<file path="config.mk">
export PLATFORM = sky130hd
export DESIGN_NAME = battery_monitor_charge_detect_flat
export DESIGN_NICKNAME = d
export VERILOG_FILES = /design/src/bmcd_pkg.sv /design/src/bmcd_in_if.sv /design/src/bmcd_out_if.sv /design/src/battery_monitor_charge_detect.sv /design/src/bmcd_ctrl.sv /design/src/bmcd_datapath.sv /design/src/flat_wrapper.sv
export SDC_FILE = /design/constraint.sdc
export NUM_CORES = 2
export LEC_CHECK = 0
export BUFFER_PORTS_ARGS = -buffer_cell sky130_fd_sc_hd__buf_4
export CAP_MARGIN = 5
export CORE_MARGIN = 5
export CORE_UTILIZATION = 30
export CTS_CLUSTER_DIAMETER = 120
export DETAILED_ROUTE_END_ITERATION = 10
export SLEW_MARGIN = 20
export SYNTH_ARGS = -nofsm -noshare
export SYNTH_HDL_FRONTEND = slang
export SYNTH_HIERARCHICAL = 1
export SYNTH_SLANG_ARGS = --single-unit
</file>
<file path="constraint.sdc">
create_clock -name clk -period 9.89 [get_ports clk]
set_input_delay 0.989 -clock clk [delete_from_list [all_inputs] [get_ports clk]]
set_output_delay 0.989 -clock clk [all_outputs]
set_load 0.005 [all_outputs]
</file>
<file path="src/bmcd_pkg.sv">
// Shared types and constants of the battery monitor with charge detection.
package bmcd_pkg;

    localparam int VOLT_W = 13;
    localparam int PCT_W = 7;
    localparam int TIME_W = 32;
    localparam int READ_W = 12;
    localparam int CAL_W = 16;
    localparam int RUN_W = 8;
    localparam int TMO_W = 16;
    localparam int ACT_W = 3;
    localparam int CFG_IDX_W = 3;
    localparam int CFG_DATA_W = 32;

    localparam int NUM_W = 21;
    localparam int DEN_W = 14;
    localparam int DIV_CNT_W = 5;

    localparam logic [TIME_W-1:0] TREND_AGE_MS = 32'd90000;
    localparam logic [VOLT_W:0] TREND_RISE_MV = 14'd30;
    localparam logic [VOLT_W:0] TREND_FALL_MV = 14'd90;
    localparam logic [VOLT_W-1:0] TREND_HIGH_MV = 13'd4000;
    localparam logic [VOLT_W-1:0] SPIKE_MV = 13'd500;
    localparam logic [VOLT_W:0] PLUG_MV = 14'd250;
    localparam logic [VOLT_W:0] UNPLUG_MV = 14'd200;
    localparam logic [VOLT_W-1:0] CRITICAL_MV = 13'd3000;
    localparam logic [TMO_W-1:0] MS_PER_MIN = 16'd60000;
    localparam logic [PCT_W-1:0] PCT_FULL = 7'd100;
    localparam logic [7:0] PCT_SCALE = 8'd200;
    localparam logic [RUN_W-1:0] RUN_MAX = 8'd255;

    typedef enum logic [ACT_W-1:0] {
        ACT_UPDATE   = 3'd0,
        ACT_QUERY    = 3'd1,
        ACT_REFRESH  = 3'd2,
        ACT_ACTIVITY = 3'd3,
        ACT_INIT     = 3'd4
    } action_t;

    typedef enum logic [CFG_IDX_W-1:0] {
        CFG_FULL_MV      = 3'd0,
        CFG_EMPTY_MV     = 3'd1,
        CFG_CALIBRATION  = 3'd2,
        CFG_HIST_INTV    = 3'd3,
        CFG_CACHE_DUR    = 3'd4,
        CFG_GRACE        = 3'd5,
        CFG_CRIT_CONFIRM = 3'd6,
        CFG_SLEEP_TMO    = 3'd7
    } cfg_index_t;

    typedef enum logic [3:0] {
        ST_IDLE,
        ST_DECODE,
        ST_PUSH_STALE,
        ST_PUSH,
        ST_TREND,
        ST_CRIT_STALE,
        ST_CRITICAL,
        ST_SLEEP,
        ST_INIT_FILL,
        ST_MEAS_MUL,
        ST_MEAS_APPLY,
        ST_MEAS_PCT,
        ST_MEAS_DIV,
        ST_FINISH
    } state_t;

    typedef enum logic [1:0] {
        PH_PUSH,
        PH_CRIT,
        PH_DONE,
        PH_INIT
    } phase_t;

    typedef struct packed {
        logic capture;
        logic mul;
        logic apply;
        logic pct_init;
        logic div_step;
        logic push;
        logic trend;
        logic crit;
        logic sleep;
        logic activity;
        logic init_fill;
        logic load_out;
    } cmd_t;

    typedef struct packed {
        logic [ACT_W-1:0] action;
        logic push_due;
        logic stale;
        logic div_done;
    } status_t;

endpackage

</file>
<file path="src/bmcd_in_if.sv">
// Input channel carrying one monitor transaction.
interface bmcd_in_if;
    logic valid;
    logic ready;
    logic [2:0] action;
    logic [31:0] now_ms;
    logic [11:0] reading_mv;

    modport source (output valid, output action, output now_ms, output reading_mv, input ready);
    modport sink (input valid, input action, input now_ms, input reading_mv, output ready);
endinterface

</file>
<file path="src/bmcd_out_if.sv">
// Output channel carrying one status result transaction.
interface bmcd_out_if;
    logic valid;
    logic ready;
    logic [12:0] voltage_mv;
    logic [6:0] percent;
    logic charging;
    logic shutdown_request;
    logic sleep_request;

    modport source (output valid, output voltage_mv, output percent, output charging,
                    output shutdown_request, output sleep_request, input ready);
    modport sink (input valid, input voltage_mv, input percent, input charging,
                  input shutdown_request, input sleep_request, output ready);
endinterface

</file>
<file path="src/battery_monitor_charge_detect.sv">
// Top level of the battery monitor with charge detection.
// Each input transaction returns exactly one status result transaction. One transaction
// is worked on at a time; a status query on a fresh cache is the shortest, and a
// periodic update that measures twice is the longest. A measurement runs the multiply,
// apply and percentage set-up steps and then the serial restoring divider that produces
// the percentage one quotient bit per cycle. A new transaction is taken while the
// previous result still waits in the output register.
module battery_monitor_charge_detect #(
    parameter int HISTORY_DEPTH = 5
) (
    input  logic                              clk,
    input  logic                              rst_n,
    input  logic                              cfg_wr_en,
    input  logic [bmcd_pkg::CFG_IDX_W-1:0]    cfg_index,
    input  logic [bmcd_pkg::CFG_DATA_W-1:0]   cfg_data,
    bmcd_in_if.sink                           item,
    bmcd_out_if.source                        result
);
    import bmcd_pkg::*;

    cmd_t cmd;
    status_t status;

    bmcd_ctrl u_ctrl (
        .clk       (clk),
        .rst_n     (rst_n),
        .in_valid  (item.valid),
        .in_ready  (item.ready),
        .out_valid (result.valid),
        .out_ready (result.ready),
        .status    (status),
        .cmd       (cmd)
    );

    bmcd_datapath #(
        .HISTORY_DEPTH (HISTORY_DEPTH)
    ) u_datapath (
        .clk                  (clk),
        .rst_n                (rst_n),
        .cfg_wr_en            (cfg_wr_en),
        .cfg_index            (cfg_index),
        .cfg_data             (cfg_data),
        .in_action            (item.action),
        .in_now_ms            (item.now_ms),
        .in_reading_mv        (item.reading_mv),
        .cmd                  (cmd),
        .status               (status),
        .out_voltage_mv       (result.voltage_mv),
        .out_percent          (result.percent),
        .out_charging         (result.charging),
        .out_shutdown_request (result.shutdown_request),
        .out_sleep_request    (result.sleep_request)
    );

    a_one_at_a_time: assert property (@(posedge clk) disable iff (!rst_n)
        item.valid && item.ready |=> !item.ready)
        else $error("A second transaction was taken while one is in progress.");

    a_percent_range: assert property (@(posedge clk) disable iff (!rst_n)
        result.valid |-> result.percent <= PCT_FULL)
        else $error("Percentage above full.");

    a_requests_exclusive: assert property (@(posedge clk) disable iff (!rst_n)
        result.valid |-> !(result.shutdown_request && result.sleep_request))
        else $error("Shutdown and sleep requested together.");

    a_sleep_not_charging: assert property (@(posedge clk) disable iff (!rst_n)
        result.valid && result.sleep_request |-> !result.charging)
        else $error("Sleep requested while charging.");

endmodule

</file>
<file path="src/bmcd_ctrl.sv">
// Controller state machine that sequences the steps of one transaction.
module bmcd_ctrl (
    input  logic             clk,
    input  logic             rst_n,
    input  logic             in_valid,
    output logic             in_ready,
    output logic             out_valid,
    input  logic             out_ready,
    input  bmcd_pkg::status_t status,
    output bmcd_pkg::cmd_t    cmd
);
    import bmcd_pkg::*;

    state_t state_reg, state_next;
    phase_t phase_reg, phase_next;
    logic out_valid_reg, out_valid_next;

    always_ff @(posedge clk or negedge rst_n)
    begin
        if (!rst_n)
        begin
            state_reg <= ST_IDLE;
            phase_reg <= PH_DONE;
            out_valid_reg <= 1'b0;
        end
        else
        begin
            state_reg <= state_next;
            phase_reg <= phase_next;
            out_valid_reg <= out_valid_next;
        end
    end

    always_comb
    begin
        state_next = state_reg;
        phase_next = phase_reg;
        cmd = '0;
        out_valid_next = out_valid_reg && !out_ready;
        unique case (state_reg)
            ST_IDLE:
            begin
                if (in_valid)
                begin
                    cmd.capture = 1'b1;
                    state_next = ST_DECODE;
                end
            end
            ST_DECODE:
            begin
                if (status.action == ACT_UPDATE)
                begin
                    state_next = status.push_due ? ST_PUSH_STALE : ST_CRIT_STALE;
                end
                else if (status.action == ACT_QUERY)
                begin
                    phase_next = PH_DONE;
                    state_next = status.stale ? ST_MEAS_MUL : ST_FINISH;
                end
                else if (status.action == ACT_REFRESH)
                begin
                    phase_next = PH_DONE;
                    state_next = ST_MEAS_MUL;
                end
                else if (status.action == ACT_ACTIVITY)
                begin
                    cmd.activity = 1'b1;
                    state_next = ST_FINISH;
                end
                else if (status.action == ACT_INIT)
                begin
                    phase_next = PH_INIT;
                    state_next = ST_MEAS_MUL;
                end
                else
                begin
                    state_next = ST_FINISH;
                end
            end
            ST_PUSH_STALE:
            begin
                phase_next = PH_PUSH;
                state_next = status.stale ? ST_MEAS_MUL : ST_PUSH;
            end
            ST_PUSH:
            begin
                cmd.push = 1'b1;
                state_next = ST_TREND;
            end
            ST_TREND:
            begin
                cmd.trend = 1'b1;
                state_next = ST_CRIT_STALE;
            end
            ST_CRIT_STALE:
            begin
                phase_next = PH_CRIT;
                state_next = status.stale ? ST_MEAS_MUL : ST_CRITICAL;
            end
            ST_CRITICAL:
            begin
                cmd.crit = 1'b1;
                state_next = ST_SLEEP;
            end
            ST_SLEEP:
            begin
                cmd.sleep = 1'b1;
                state_next = ST_FINISH;
            end
            ST_INIT_FILL:
            begin
                cmd.init_fill = 1'b1;
                state_next = ST_FINISH;
            end
            ST_MEAS_MUL:
            begin
                cmd.mul = 1'b1;
                state_next = ST_MEAS_APPLY;
            end
            ST_MEAS_APPLY:
            begin
                cmd.apply = 1'b1;
                state_next = ST_MEAS_PCT;
            end
            ST_MEAS_PCT:
            begin
                cmd.pct_init = 1'b1;
                state_next = ST_MEAS_DIV;
            end
            ST_MEAS_DIV:
            begin
                if (!status.div_done)
                begin
                    cmd.div_step = 1'b1;
                end
                else
                begin
                    unique case (phase_reg)
                        PH_PUSH: state_next = ST_PUSH;
                        PH_CRIT: state_next = ST_CRITICAL;
                        PH_INIT: state_next = ST_INIT_FILL;
                        PH_DONE: state_next = ST_FINISH;
                        default: state_next = ST_FINISH;
                    endcase
                end
            end
            ST_FINISH:
            begin
                if (!out_valid_reg || out_ready)
                begin
                    cmd.load_out = 1'b1;
                    out_valid_next = 1'b1;
                    state_next = ST_IDLE;
                end
            end
            default: state_next = ST_IDLE;
        endcase
    end

    assign in_ready = (state_reg == ST_IDLE);
    assign out_valid = out_valid_reg;

endmodule

</file>
<file path="src/bmcd_datapath.sv">
// Datapath holding configuration, cached status, history and the percentage divider.
module bmcd_datapath #(
    parameter int HISTORY_DEPTH = 5
) (
    input  logic                                clk,
    input  logic                                rst_n,
    input  logic                                cfg_wr_en,
    input  logic [bmcd_pkg::CFG_IDX_W-1:0]      cfg_index,
    input  logic [bmcd_pkg::CFG_DATA_W-1:0]     cfg_data,
    input  logic [bmcd_pkg::ACT_W-1:0]          in_action,
    input  logic [bmcd_pkg::TIME_W-1:0]         in_now_ms,
    input  logic [bmcd_pkg::READ_W-1:0]         in_reading_mv,
    input  bmcd_pkg::cmd_t                      cmd,
    output bmcd_pkg::status_t                   status,
    output logic [bmcd_pkg::VOLT_W-1:0]         out_voltage_mv,
    output logic [bmcd_pkg::PCT_W-1:0]          out_percent,
    output logic                                out_charging,
    output logic                                out_shutdown_request,
    output logic                                out_sleep_request
);
    import bmcd_pkg::*;

    localparam int SLOT_W = $clog2(HISTORY_DEPTH);
    localparam logic [SLOT_W-1:0] SLOT_LAST = SLOT_W'(HISTORY_DEPTH - 1);

    logic [VOLT_W-1:0] full_reg, empty_reg;
    logic [CAL_W-1:0] cal_reg;
    logic [TIME_W-1:0] hist_intv_reg, cache_dur_reg, grace_reg;
    logic [RUN_W-1:0] confirm_reg;
    logic [TMO_W-1:0] sleep_tmo_reg;
    logic [TIME_W-1:0] sleep_limit_reg;

    logic [ACT_W-1:0] action_reg;
    logic [TIME_W-1:0] now_reg;
    logic [READ_W-1:0] reading_reg;
    logic [READ_W+CAL_W-1:0] prod_reg;

    logic [VOLT_W-1:0] cv_reg, cv_next;
    logic [PCT_W-1:0] pct_reg, pct_next;
    logic chg_reg, chg_next;
    logic [VOLT_W-1:0] prior_reg, prior_next;
    logic [VOLT_W-1:0] lg_reg, lg_next;
    logic [TIME_W-1:0] read_time_reg, read_time_next;
    logic [TIME_W-1:0] push_time_reg, push_time_next;
    logic [SLOT_W-1:0] slot_reg, slot_next;
    logic [VOLT_W-1:0] hist_v_reg [HISTORY_DEPTH];
    logic [VOLT_W-1:0] hist_v_next [HISTORY_DEPTH];
    logic [TIME_W-1:0] hist_t_reg [HISTORY_DEPTH];
    logic [TIME_W-1:0] hist_t_next [HISTORY_DEPTH];
    logic [TIME_W-1:0] seen_reg, seen_next;
    logic [RUN_W-1:0] run_reg, run_next;
    logic [TIME_W-1:0] act_time_reg, act_time_next;
    logic shut_reg, shut_next;
    logic sleep_reg, sleep_next;

    logic [NUM_W-1:0] num_reg, num_next;
    logic [DEN_W-1:0] den_reg, den_next;
    logic [DEN_W-1:0] rem_reg, rem_next;
    logic [DIV_CNT_W-1:0] cnt_reg, cnt_next;

    logic [VOLT_W-1:0] out_v_reg;
    logic [PCT_W-1:0] out_pct_reg;
    logic out_chg_reg, out_shut_reg, out_sleep_reg;

    logic [READ_W+CAL_W:0] round_sum;
    logic [READ_W+CAL_W-13:0] raw_v;
    logic [VOLT_W-1:0] clamp_v, meas_v, spike_diff, span;
    logic [DEN_W:0] trial;
    logic [SLOT_W-1:0] slot_eff;
    logic [RUN_W-1:0] run_inc;
    logic [VOLT_W-1:0] old_v;
    logic [TIME_W-1:0] old_t;
    logic meas_chg;

    always_ff @(posedge clk or negedge rst_n)
    begin
        if (!rst_n)
        begin
            full_reg <= 13'd4200;
            empty_reg <= 13'd3300;
            cal_reg <= 16'd16384;
            hist_intv_reg <= 32'd30000;
            cache_dur_reg <= 32'd5000;
            grace_reg <= 32'd60000;
            confirm_reg <= 8'd3;
            sleep_tmo_reg <= '0;
            sleep_limit_reg <= '0;
        end
        else
        begin
            sleep_limit_reg <= sleep_tmo_reg * MS_PER_MIN;
            if (cfg_wr_en)
            begin
                unique case (cfg_index_t'(cfg_index))
                    CFG_FULL_MV:      full_reg <= cfg_data[VOLT_W-1:0];
                    CFG_EMPTY_MV:     empty_reg <= cfg_data[VOLT_W-1:0];
                    CFG_CALIBRATION:  cal_reg <= cfg_data[CAL_W-1:0];
                    CFG_HIST_INTV:    hist_intv_reg <= cfg_data;
                    CFG_CACHE_DUR:    cache_dur_reg <= cfg_data;
                    CFG_GRACE:        grace_reg <= cfg_data;
                    CFG_CRIT_CONFIRM: confirm_reg <= cfg_data[RUN_W-1:0];
                    CFG_SLEEP_TMO:    sleep_tmo_reg <= cfg_data[TMO_W-1:0];
                    default:          full_reg <= full_reg;
                endcase
            end
        end
    end

    always_ff @(posedge clk)
    begin
        if (cmd.capture)
        begin
            action_reg <= in_action;
            now_reg <= in_now_ms;
            reading_reg <= in_reading_mv;
        end
        if (cmd.mul)
        begin
            prod_reg <= reading_reg * cal_reg;
        end
        num_reg <= num_next;
        den_reg <= den_next;
        rem_reg <= rem_next;
        if (cmd.load_out)
        begin
            out_v_reg <= cv_reg;
            out_pct_reg <= pct_reg;
            out_chg_reg <= chg_reg;
            out_shut_reg <= shut_reg;
            out_sleep_reg <= sleep_reg;
        end
    end

    always_ff @(posedge clk or negedge rst_n)
    begin
        if (!rst_n)
        begin
            cv_reg <= '0;
            pct_reg <= '0;
            chg_reg <= 1'b0;
            prior_reg <= '0;
            lg_reg <= '0;
            read_time_reg <= '0;
            push_time_reg <= '0;
            slot_reg <= '0;
            for (int i = 0; i < HISTORY_DEPTH; i++)
            begin
                hist_v_reg[i] <= '0;
                hist_t_reg[i] <= '0;
            end
            seen_reg <= '0;
            run_reg <= '0;
            act_time_reg <= '0;
            shut_reg <= 1'b0;
            sleep_reg <= 1'b0;
            cnt_reg <= '0;
        end
        else
        begin
            cv_reg <= cv_next;
            pct_reg <= pct_next;
            chg_reg <= chg_next;
            prior_reg <= prior_next;
            lg_reg <= lg_next;
            read_time_reg <= read_time_next;
            push_time_reg <= push_time_next;
            slot_reg <= slot_next;
            for (int i = 0; i < HISTORY_DEPTH; i++)
            begin
                hist_v_reg[i] <= hist_v_next[i];
                hist_t_reg[i] <= hist_t_next[i];
            end
            seen_reg <= seen_next;
            run_reg <= run_next;
            act_time_reg <= act_time_next;
            shut_reg <= shut_next;
            sleep_reg <= sleep_next;
            cnt_reg <= cnt_next;
        end
    end

    always_comb
    begin
        round_sum = {1'b0, prod_reg} + (READ_W+CAL_W+1)'(4096);
        raw_v = round_sum[READ_W+CAL_W:13];
        clamp_v = (raw_v > {3'b000, full_reg}) ? full_reg : raw_v[VOLT_W-1:0];
        spike_diff = (clamp_v >= lg_reg) ? clamp_v - lg_reg : lg_reg - clamp_v;
        meas_v = (lg_reg != '0 && spike_diff > SPIKE_MV) ? lg_reg : clamp_v;
        meas_chg = (action_reg == ACT_REFRESH) ? 1'b0 : chg_reg;
        span = full_reg - empty_reg;
        trial = {rem_reg, num_reg[NUM_W-1]};
        slot_eff = (32'(slot_reg) < HISTORY_DEPTH) ? slot_reg : '0;
        run_inc = (run_reg < RUN_MAX) ? run_reg + 8'd1 : run_reg;
        old_v = hist_v_reg[slot_reg];
        old_t = hist_t_reg[slot_reg];

        cv_next = cv_reg;
        pct_next = pct_reg;
        chg_next = chg_reg;
        prior_next = prior_reg;
        lg_next = lg_reg;
        read_time_next = read_time_reg;
        push_time_next = push_time_reg;
        slot_next = slot_reg;
        hist_v_next = hist_v_reg;
        hist_t_next = hist_t_reg;
        seen_next = seen_reg;
        run_next = run_reg;
        act_time_next = act_time_reg;
        shut_next = shut_reg;
        sleep_next = sleep_reg;
        num_next = num_reg;
        den_next = den_reg;
        rem_next = rem_reg;
        cnt_next = cnt_reg;

        if (cmd.capture)
        begin
            shut_next = 1'b0;
            sleep_next = 1'b0;
        end

        if (cmd.apply)
        begin
            if (lg_reg == '0 || spike_diff <= SPIKE_MV)
            begin
                lg_next = clamp_v;
            end
            chg_next = meas_chg;
            if (prior_reg != '0 && {1'b0, meas_v} > {1'b0, prior_reg} + PLUG_MV)
            begin
                chg_next = 1'b1;
                seen_next = now_reg;
            end
            else if (prior_reg != '0 && {1'b0, meas_v} + UNPLUG_MV < {1'b0, prior_reg})
            begin
                chg_next = 1'b0;
            end
            prior_next = meas_v;
            cv_next = meas_v;
            read_time_next = now_reg;
        end

        if (cmd.pct_init)
        begin
            rem_next = '0;
            den_next = {span, 1'b0};
            if (cv_reg >= full_reg)
            begin
                pct_next = PCT_FULL;
                cnt_next = '0;
            end
            else if (cv_reg <= empty_reg)
            begin
                pct_next = '0;
                cnt_next = '0;
            end
            else
            begin
                num_next = NUM_W'(cv_reg - empty_reg) * NUM_W'(PCT_SCALE)
                           + NUM_W'(span);
                cnt_next = DIV_CNT_W'(NUM_W);
            end
        end

        if (cmd.div_step)
        begin
            if (trial >= {1'b0, den_reg})
            begin
                rem_next = DEN_W'(trial - {1'b0, den_reg});
                num_next = {num_reg[NUM_W-2:0], 1'b1};
            end
            else
            begin
                rem_next = trial[DEN_W-1:0];
                num_next = {num_reg[NUM_W-2:0], 1'b0};
            end
            cnt_next = cnt_reg - 5'd1;
            if (cnt_reg == 5'd1)
            begin
                pct_next = num_next[PCT_W-1:0];
            end
        end

        if (cmd.push)
        begin
            hist_v_next[slot_eff] = cv_reg;
            hist_t_next[slot_eff] = now_reg;
            slot_next = (slot_eff == SLOT_LAST) ? '0 : slot_eff + 1'b1;
            push_time_next = now_reg;
        end

        if (cmd.trend)
        begin
            if (old_t != '0 && (now_reg - old_t) >= TREND_AGE_MS)
            begin
                if ({1'b0, cv_reg} > {1'b0, old_v} + TREND_RISE_MV)
                begin
                    chg_next = 1'b1;
                    seen_next = now_reg;
                end
                else if (cv_reg < TREND_HIGH_MV
                         && {1'b0, cv_reg} + TREND_FALL_MV < {1'b0, old_v})
                begin
                    chg_next = 1'b0;
                end
            end
        end

        if (cmd.crit)
        begin
            if (seen_reg != '0 && (now_reg - seen_reg) < grace_reg)
            begin
                run_next = '0;
            end
            else if (cv_reg <= CRITICAL_MV && !chg_reg)
            begin
                run_next = run_inc;
                shut_next = (run_inc >= confirm_reg);
            end
            else
            begin
                run_next = '0;
            end
        end

        if (cmd.sleep)
        begin
            sleep_next = !shut_reg && sleep_tmo_reg != '0 && !chg_reg
                         && (now_reg - act_time_reg) >= sleep_limit_reg;
        end

        if (cmd.activity)
        begin
            act_time_next = now_reg;
        end

        if (cmd.init_fill)
        begin
            for (int i = 0; i < HISTORY_DEPTH; i++)
            begin
                hist_v_next[i] = cv_reg;
                hist_t_next[i] = now_reg;
            end
            push_time_next = now_reg;
            act_time_next = now_reg;
        end
    end

    assign status.action = action_reg;
    assign status.push_due = (now_reg - push_time_reg) >= hist_intv_reg;
    assign status.stale = (now_reg - read_time_reg) >= cache_dur_reg;
    assign status.div_done = (cnt_reg == '0);

    assign out_voltage_mv = out_v_reg;
    assign out_percent = out_pct_reg;
    assign out_charging = out_chg_reg;
    assign out_shutdown_request = out_shut_reg;
    assign out_sleep_request = out_sleep_reg;

endmodule

</file>
<file path="src/flat_wrapper.sv">
// flat-port wrapper written by rule: the top's interface ports become plain ports
module battery_monitor_charge_detect_flat import bmcd_pkg::*;
#(
    parameter int HISTORY_DEPTH = 5
)
  (clk, rst_n, cfg_wr_en, cfg_index, cfg_data, item_valid, item_action, item_now_ms, item_reading_mv, item_ready, result_valid, result_voltage_mv, result_percent, result_charging, result_shutdown_request, result_sleep_request, result_ready);
  bmcd_in_if item_i ();
  bmcd_out_if result_i ();
  input  logic clk;
  input  logic rst_n;
  input  logic cfg_wr_en;
  input  logic [bmcd_pkg::CFG_IDX_W-1:0] cfg_index;
  input  logic [bmcd_pkg::CFG_DATA_W-1:0] cfg_data;
  input wire logic [$bits(item_i.valid)-1:0] item_valid;
  input wire logic [$bits(item_i.action)-1:0] item_action;
  input wire logic [$bits(item_i.now_ms)-1:0] item_now_ms;
  input wire logic [$bits(item_i.reading_mv)-1:0] item_reading_mv;
  output wire logic [$bits(item_i.ready)-1:0] item_ready;
  output wire logic [$bits(result_i.valid)-1:0] result_valid;
  output wire logic [$bits(result_i.voltage_mv)-1:0] result_voltage_mv;
  output wire logic [$bits(result_i.percent)-1:0] result_percent;
  output wire logic [$bits(result_i.charging)-1:0] result_charging;
  output wire logic [$bits(result_i.shutdown_request)-1:0] result_shutdown_request;
  output wire logic [$bits(result_i.sleep_request)-1:0] result_sleep_request;
  input wire logic [$bits(result_i.ready)-1:0] result_ready;
  assign item_i.valid = item_valid;
  assign item_i.action = item_action;
  assign item_i.now_ms = item_now_ms;
  assign item_i.reading_mv = item_reading_mv;
  assign item_ready = item_i.ready;
  assign result_valid = result_i.valid;
  assign result_voltage_mv = result_i.voltage_mv;
  assign result_percent = result_i.percent;
  assign result_charging = result_i.charging;
  assign result_shutdown_request = result_i.shutdown_request;
  assign result_sleep_request = result_i.sleep_request;
  assign result_i.ready = result_ready;
  battery_monitor_charge_detect #(.HISTORY_DEPTH(HISTORY_DEPTH)) u_core (.clk(clk), .rst_n(rst_n), .cfg_wr_en(cfg_wr_en), .cfg_index(cfg_index), .cfg_data(cfg_data), .item(item_i), .result(result_i));
endmodule
</file>
### Yosys cells after proc, flatten, opt, wreduce, memory -nomap -nowiden

Cells that the tools add are included.

* flip-flop bits (word level): 747
* input bits: 87
* output and inout port bits: 25
* word-level logic and storage cells: 284

* add/subtract/negate cells: 19
* multipliers: 3
* $lt $le $gt $ge: 24
* equality and inequality tests: 37
* mux-type cells: 105
* bitwise logic cells: 2
* reduce and logical (&&, ||, !) cells: 47

Operators with widths (number)
* 2-to-1 mux 32 bit: 12
* 2-to-1 mux 160 bit: 2
* bitwise mux 160 bit: 1
* subtractor 32 bit: 5
* 2-to-1 mux 65 bit: 2
* binary-select mux 32 bit (select 3 bit): 1
* demux 32 bit (select 3 bit): 1
* >= comparator 32 bit: 3
* 2-to-1 mux 21 bit: 4
* 2-to-1 mux 13 bit: 6
* bitwise mux 65 bit: 1
* nonzero test 32 bit: 2
* one-hot mux 4 bit (13 select lines): 1
* 2-to-1 mux 14 bit: 3
* binary-select mux 13 bit (select 3 bit): 1
* demux 13 bit (select 3 bit): 1
* subtractor 13 bit: 3
* 2-to-1 mux 1 bit: 36
* 2-to-1 mux 4 bit: 9
* 2-to-1 mux 7 bit: 5
* >= comparator 32 x 17 -> 1 bit (second input constant): 1
* < comparator 32 bit: 1
* adder 28 x 13 -> 29 bit (second input constant): 1
* adder 13 x 8 -> 14 bit (second input constant): 2
* 62 further kinds: 133

### Longest topological paths before layout

* word-level depth: 18
* mapped depth: 50

### By module

Netlist, hierarchy kept.

Modules (own cells, without submodules)
* bmcd_datapath: times used 1, cells each 5485, area each 54608.6 um^2
* bmcd_ctrl: times used 1, cells each 96, area each 762.0 um^2

### Worst setup path before layout

No wires, ideal clock.

* path kind: register to register
* start point: reg u_core.u_datapath.prod_reg[12]
* end point: reg u_core.u_datapath.chg_reg
* library setup time: 0.145 ns
* arrival time: 8.311 ns
* required time: 9.745 ns
* path slack: 1.434 ns
* stages on the path, launching flop included: 50
* period minus slack after synthesis: 8.456 ns
* path through: edfxtp_1 ha_1 and3_1 nand4_1 xnor2_1 ha_1 a21o_1 a21oi_1 o21ai_0 a21oi_1 nand2_2 buf_1 clkbuf_1 nor2_1 a21o_1 inv_1 ha_1 clkbuf_1 [... 14 more ...] nand2_1 o21ai_1 ha_1 nor2b_1 o21a_1 o21a_1 o21a_1 o21a_1 o21a_1 o21a_1 o21a_1 o21a_1 o21ai_0 nand2b_1 a31oi_1 o22ai_1 a31oi_1 a32oi_1

* longest elaborated chain between the ends: 18
* elaborated cells between the ends (all ways): 22

RTL lines
* start, declared: RTL line bmcd_datapath.sv:36 `logic [READ_W+CAL_W-1:0] prod_reg;`
* start signal, assigned: RTL line bmcd_datapath.sv:119 `prod_reg <= reading_reg * cal_reg;`
* adder 28 x 13 -> 29 bit *: RTL line bmcd_datapath.sv:184 `round_sum = {1'b0, prod_reg} + (READ_W+CAL_W+1)'(4096);`
* > comparator 16 x 13 -> 1 bit: RTL line bmcd_datapath.sv:186 `clamp_v = (raw_v > {3'b000, full_reg}) ? full_reg : raw_v[VOLT_W-1:0];`
* 2-to-1 mux 13 bit *: RTL line bmcd_datapath.sv:186
* subtractor 13 bit or >= comparator 13 bit (tied branches): RTL line bmcd_datapath.sv:187 `spike_diff = (clamp_v >= lg_reg) ? clamp_v - lg_reg : lg_reg - clamp_v;`
* 2-to-1 mux 13 bit: RTL line bmcd_datapath.sv:187
* > comparator 13 x 9 -> 1 bit: RTL line bmcd_datapath.sv:188 `meas_v = (lg_reg != '0 && spike_diff > SPIKE_MV) ? lg_reg : clamp_v;`
* logical AND 1 bit: RTL line bmcd_datapath.sv:188
* 2-to-1 mux 13 bit *: RTL line bmcd_datapath.sv:188
* via u_core.u_datapath.meas_v[1]: RTL line bmcd_datapath.sv:67 `logic [VOLT_W-1:0] clamp_v, meas_v, spike_diff, span;`
* [... 3 more ...]
* 2-to-1 mux 1 bit: RTL line bmcd_datapath.sv:235 `else if (prior_reg != '0 && {1'b0, meas_v} + UNPLUG_MV < {1'b0, prior_reg})`
* 2-to-1 mux 1 bit *: RTL line bmcd_datapath.sv:230 `if (prior_reg != '0 && {1'b0, meas_v} > {1'b0, prior_reg} + PLUG_MV)`
* 2-to-1 mux 1 bit *: RTL line bmcd_datapath.sv:223 `if (cmd.apply)`
* 2-to-1 mux 1 bit: RTL line bmcd_datapath.sv:302 `else if (cv_reg < TREND_HIGH_MV`
* 2-to-1 mux 1 bit: RTL line bmcd_datapath.sv:297 `if ({1'b0, cv_reg} > {1'b0, old_v} + TREND_RISE_MV)`
* 2-to-1 mux 1 bit: RTL line bmcd_datapath.sv:295 `if (old_t != '0 && (now_reg - old_t) >= TREND_AGE_MS)`
* 2-to-1 mux 1 bit *: RTL line bmcd_datapath.sv:293 `if (cmd.trend)`
* via u_core.u_datapath.chg_next: RTL line bmcd_datapath.sv:40 `logic chg_reg, chg_next;`
* end signal, assigned: RTL line bmcd_datapath.sv:162 `chg_reg <= chg_next;`
* end, declared: RTL line bmcd_datapath.sv:40

Mark *: on every way through the listed nets, which the timed path passes. The rest lies on a longest branch.
A chain may end at the register's enable or synchronous reset.

### Final worst setup path

* start point: reg u_core.u_datapath.prod_reg[13]
* end point: reg u_core.u_datapath.chg_reg

Same word-level chain as after synthesis.

==> metrics.md <==
| Metric | Value |
|---|---|
| Status | finished clean |
| RSZ-0062 raised after global routing | no |
| Met2 usage | 27.0% |
| H-tree levels | 3 |
| Fmax | 108 MHz |
| Residual DRC count | 0 |
| Number of nets in the layout | 6604 |
| Most frequent cell after synthesis | inv_1 |
| I/O Pins | 112 |
| Worst-Margin Slew | 1090 ps |
| CTS sink count | 735 |
| Crit path DAT | 9790 ps |
| Length in cells of the worst reg-to-reg path | 44 |
| # setup viols final | 0 |
| Post-layout util | 34.1% |
| Final wirelength | 151000 um |
| First-pass GRT wire length | 240000 um |
| Yosys cell types | 104 |
| Area growth syn-to-layout | 12.9% |
| Post-synth EDFFs | 134 |
| Top cells by count, synth | inv_1, ha_1, dfrtp_1, nand2_1, o21ai_0 |
| Crit-path leading delay family | compound AO/OA/AOI/OAI gates |
| Root buffer cell | clkbuf_16 |
| Initial antenna violation count | 12 |
| Reg clk slew, reported paths | 60 ps |
| FP Rows | 157 |
| Register Area | 19100 um^2 |
| Critical Path Start Type | flip-flop |
| Worst-case clock buffer depth | 3 |
| Flops & latches, synth | 735 |
| Via count | 40.4k |
| Grt ovf | 0 |
| HP Class | input port to async pin |
| CP bufs+invs | 3 |
| Largest net degree at the start of global routing | 164 |
| Setup TNS | 0 ps |
| Max-cap violations | 0 |
| Synth Cell Area | 55400 um^2 |
| GPL Wtd Cong | 0.868 |
| Post-synth net total | 6518 |
| Period Utilization, post-route | 93.3% |
| Max_slew headroom | 26.5% |
| Compound-Gate Fraction of Synth Area | 12.9% |
| Top-area cell type share of the netlist area | 25.7% |
| Chip Height | 440 um |
| Multiplexer area fraction after synthesis | 8.84% |
| Main combinational cell family by area after synthesis | adder cells |
| Syn_area_per_cell | 9.92 um^2 |
| Post-route ant nets | 0 |
| Post-Synth XOR/XNOR Area | 4.25% |
| Worst-Skew Late Latency | 730 ps |
| Worst path most repeated cell | o21a_1 |
| Hold_buf cts | 0 |
| Simple-Gate Fraction of Synth Area | 11.1% |
| Yosys warning count | 6 |
| CP required | 10460 ps |
| Crit path kind | flip-flop to flip-flop |
| Layout cell share with drive strength beyond 1 | 14.4% |
| Mapped Cells | 5581 |
| Setup Buffers After CTS | 0 |
| Final Critical Period | 9230 ps |
| Final Max Slew Viols | 0 |
| Synth async-reset ratio | 81.8% |
| DP Area | 59300 um^2 |
| Slowest stage delay, CP | 570 ps |
| Critical Path Fanout Max | 16 |
| WL/cell | 18.4 um |
| Multi-input logic area | 33000 um^2 |
| Worst setup EP type | flip-flop |
| Main area contributors after synthesis | dfrtp_1, ha_1, fa_1 |
| Sequential fraction of the synthesis area | 34.5% |
| All-Layer GR Usage | 15.7% |
| Clock skew | 63.7 ps |
| PortBufs | 111 |
| GR peak layer | met2 |
| Resized cells post-CTS | 0 |
| Synth area leader | dfrtp_1 |
| Cts bufs inserted | 89 |
| DIE AREA | 193000 um^2 |
| CTS tree | built |
| Adder-cell share of the synthesized area | 22.2% |
| Core area | 183000 um^2 |
| Dpl hpwl | 114000 um |
| Max reg flops | 160 |
| M1 GR Usage | 20.4% |
| CP max stage cell | or4_1 |
| Levels on crit path | 44 |
| DRT iter0 DRCs | 2452 |
| Fill count | 18.5k |
| Hold Vio Cnt, Final | 0 |
| Vias per inst | 4.93 |
| Final instance area | 62500 um^2 |
| Predominant post-synthesis flop cell | dfrtp_1 |
| Vias in the first global route | 42.0k |
| Die Span X | 440 um |
| Starting Density | 30.2% |
| TritonRoute pass-1 iters | 6 |
| M3 GR Usage | 1.98% |
[layer usage]
layer  up-vias  share of wire [%]
met2       679                 48
met1     20139                 45
met3       199                3.6
met4         0                2.9
met5         -                  0
li1      19424                  -
[kinds of logic (layout without fill, tap and decap cells)]
group,after synthesis,in the layout
compound gates,1139,1139
xor+xnor,267,267
fa+ha+maj,850,850
buf+inv,894,1053
flops,735,735
mux,392,392
other cells,0,7
simple gates,1304,1304
[placed cells by master (no fill, tap or decap), drive strengths merged, types with 76 or more instances in the layout]
master	synthesis	final
edfxtp	134	134
a21o	107	107
ha	628	628
nand2	524	524
dfrtp	568	568
and2	81	81
clkbuf	174	118
nor3	83	83
a21oi	231	231
fa	222	222
xnor2	189	189
o21ai	434	434
nor2	241	241
buf	24	193
xor2	77	77
nand3	76	76
mux2	326	326
inv	692	697
[worst reg2reg max path: cells and delay by family, from the launching register on]
| family | cells | cell delay [ps] |
|---|---|---|
| compound gates | 24 | 3970 |
| xor+xnor | 2 | 350 |
| fa+ha+maj | 4 | 1370 |
| buf+inv | 3 | 520 |
| flops | 1 | 390 |
| simple gates | 11 | 2480 |
[metrics by stage]
stage | setup WS (ps) | instances | hold WS (ps)
after global routing | 2.21 | 8208 | 79.7
after floorplan | 1430 | 5581 | 425
after detailed placement | 392 | 8039 | 441
after CTS | 426 | 8203 | 357
final | 663 | 8211 | 111
after global placement | 469 | 8039 | 439
[final timing paths]
kind                                                           from  slack, ps                                            end
hold reg to reg              u_core/u_datapath/pct_reg[3]$_DFF_PN0_        430     u_core/u_datapath/out_percent[3]$_DFFE_PP_
min in group clk             u_core/u_datapath/pct_reg[3]$_DFF_PN0_        430     u_core/u_datapath/out_percent[3]$_DFFE_PP_
setup / recovery           u_core/u_datapath/prod_reg[13]$_DFFE_PP_        660            u_core/u_datapath/chg_reg$_DFF_PN0_
setup reg to reg           u_core/u_datapath/prod_reg[13]$_DFFE_PP_        660            u_core/u_datapath/chg_reg$_DFF_PN0_
hold / removal                                                rst_n        110  u_core/u_datapath/hist_t_reg[123]$_DFFE_PN0P_
max in group asynchronous                                     rst_n       7320        u_core/u_datapath/lg_reg[3]$_DFFE_PN0P_
[area by class of cell]
| class | count | area share [%] |
|---|---|---|
| diodes | 7 | 0.0280 |
| clock buffers | 118 | 3.98 |
| clock inverters | 46 | 1.04 |
| inverters | 696 | 4.18 |
| multi-input cells | 3952 | 52.9 |
| flip-flops and latches | 735 | 30.6 |
| well taps | 2464 | 4.93 |
| repair buffers | 193 | 2.38 |
Power is left out: the tool's default activity adds up to more than one toggle a clock period on the data nets, which glitch-free logic cannot reach.
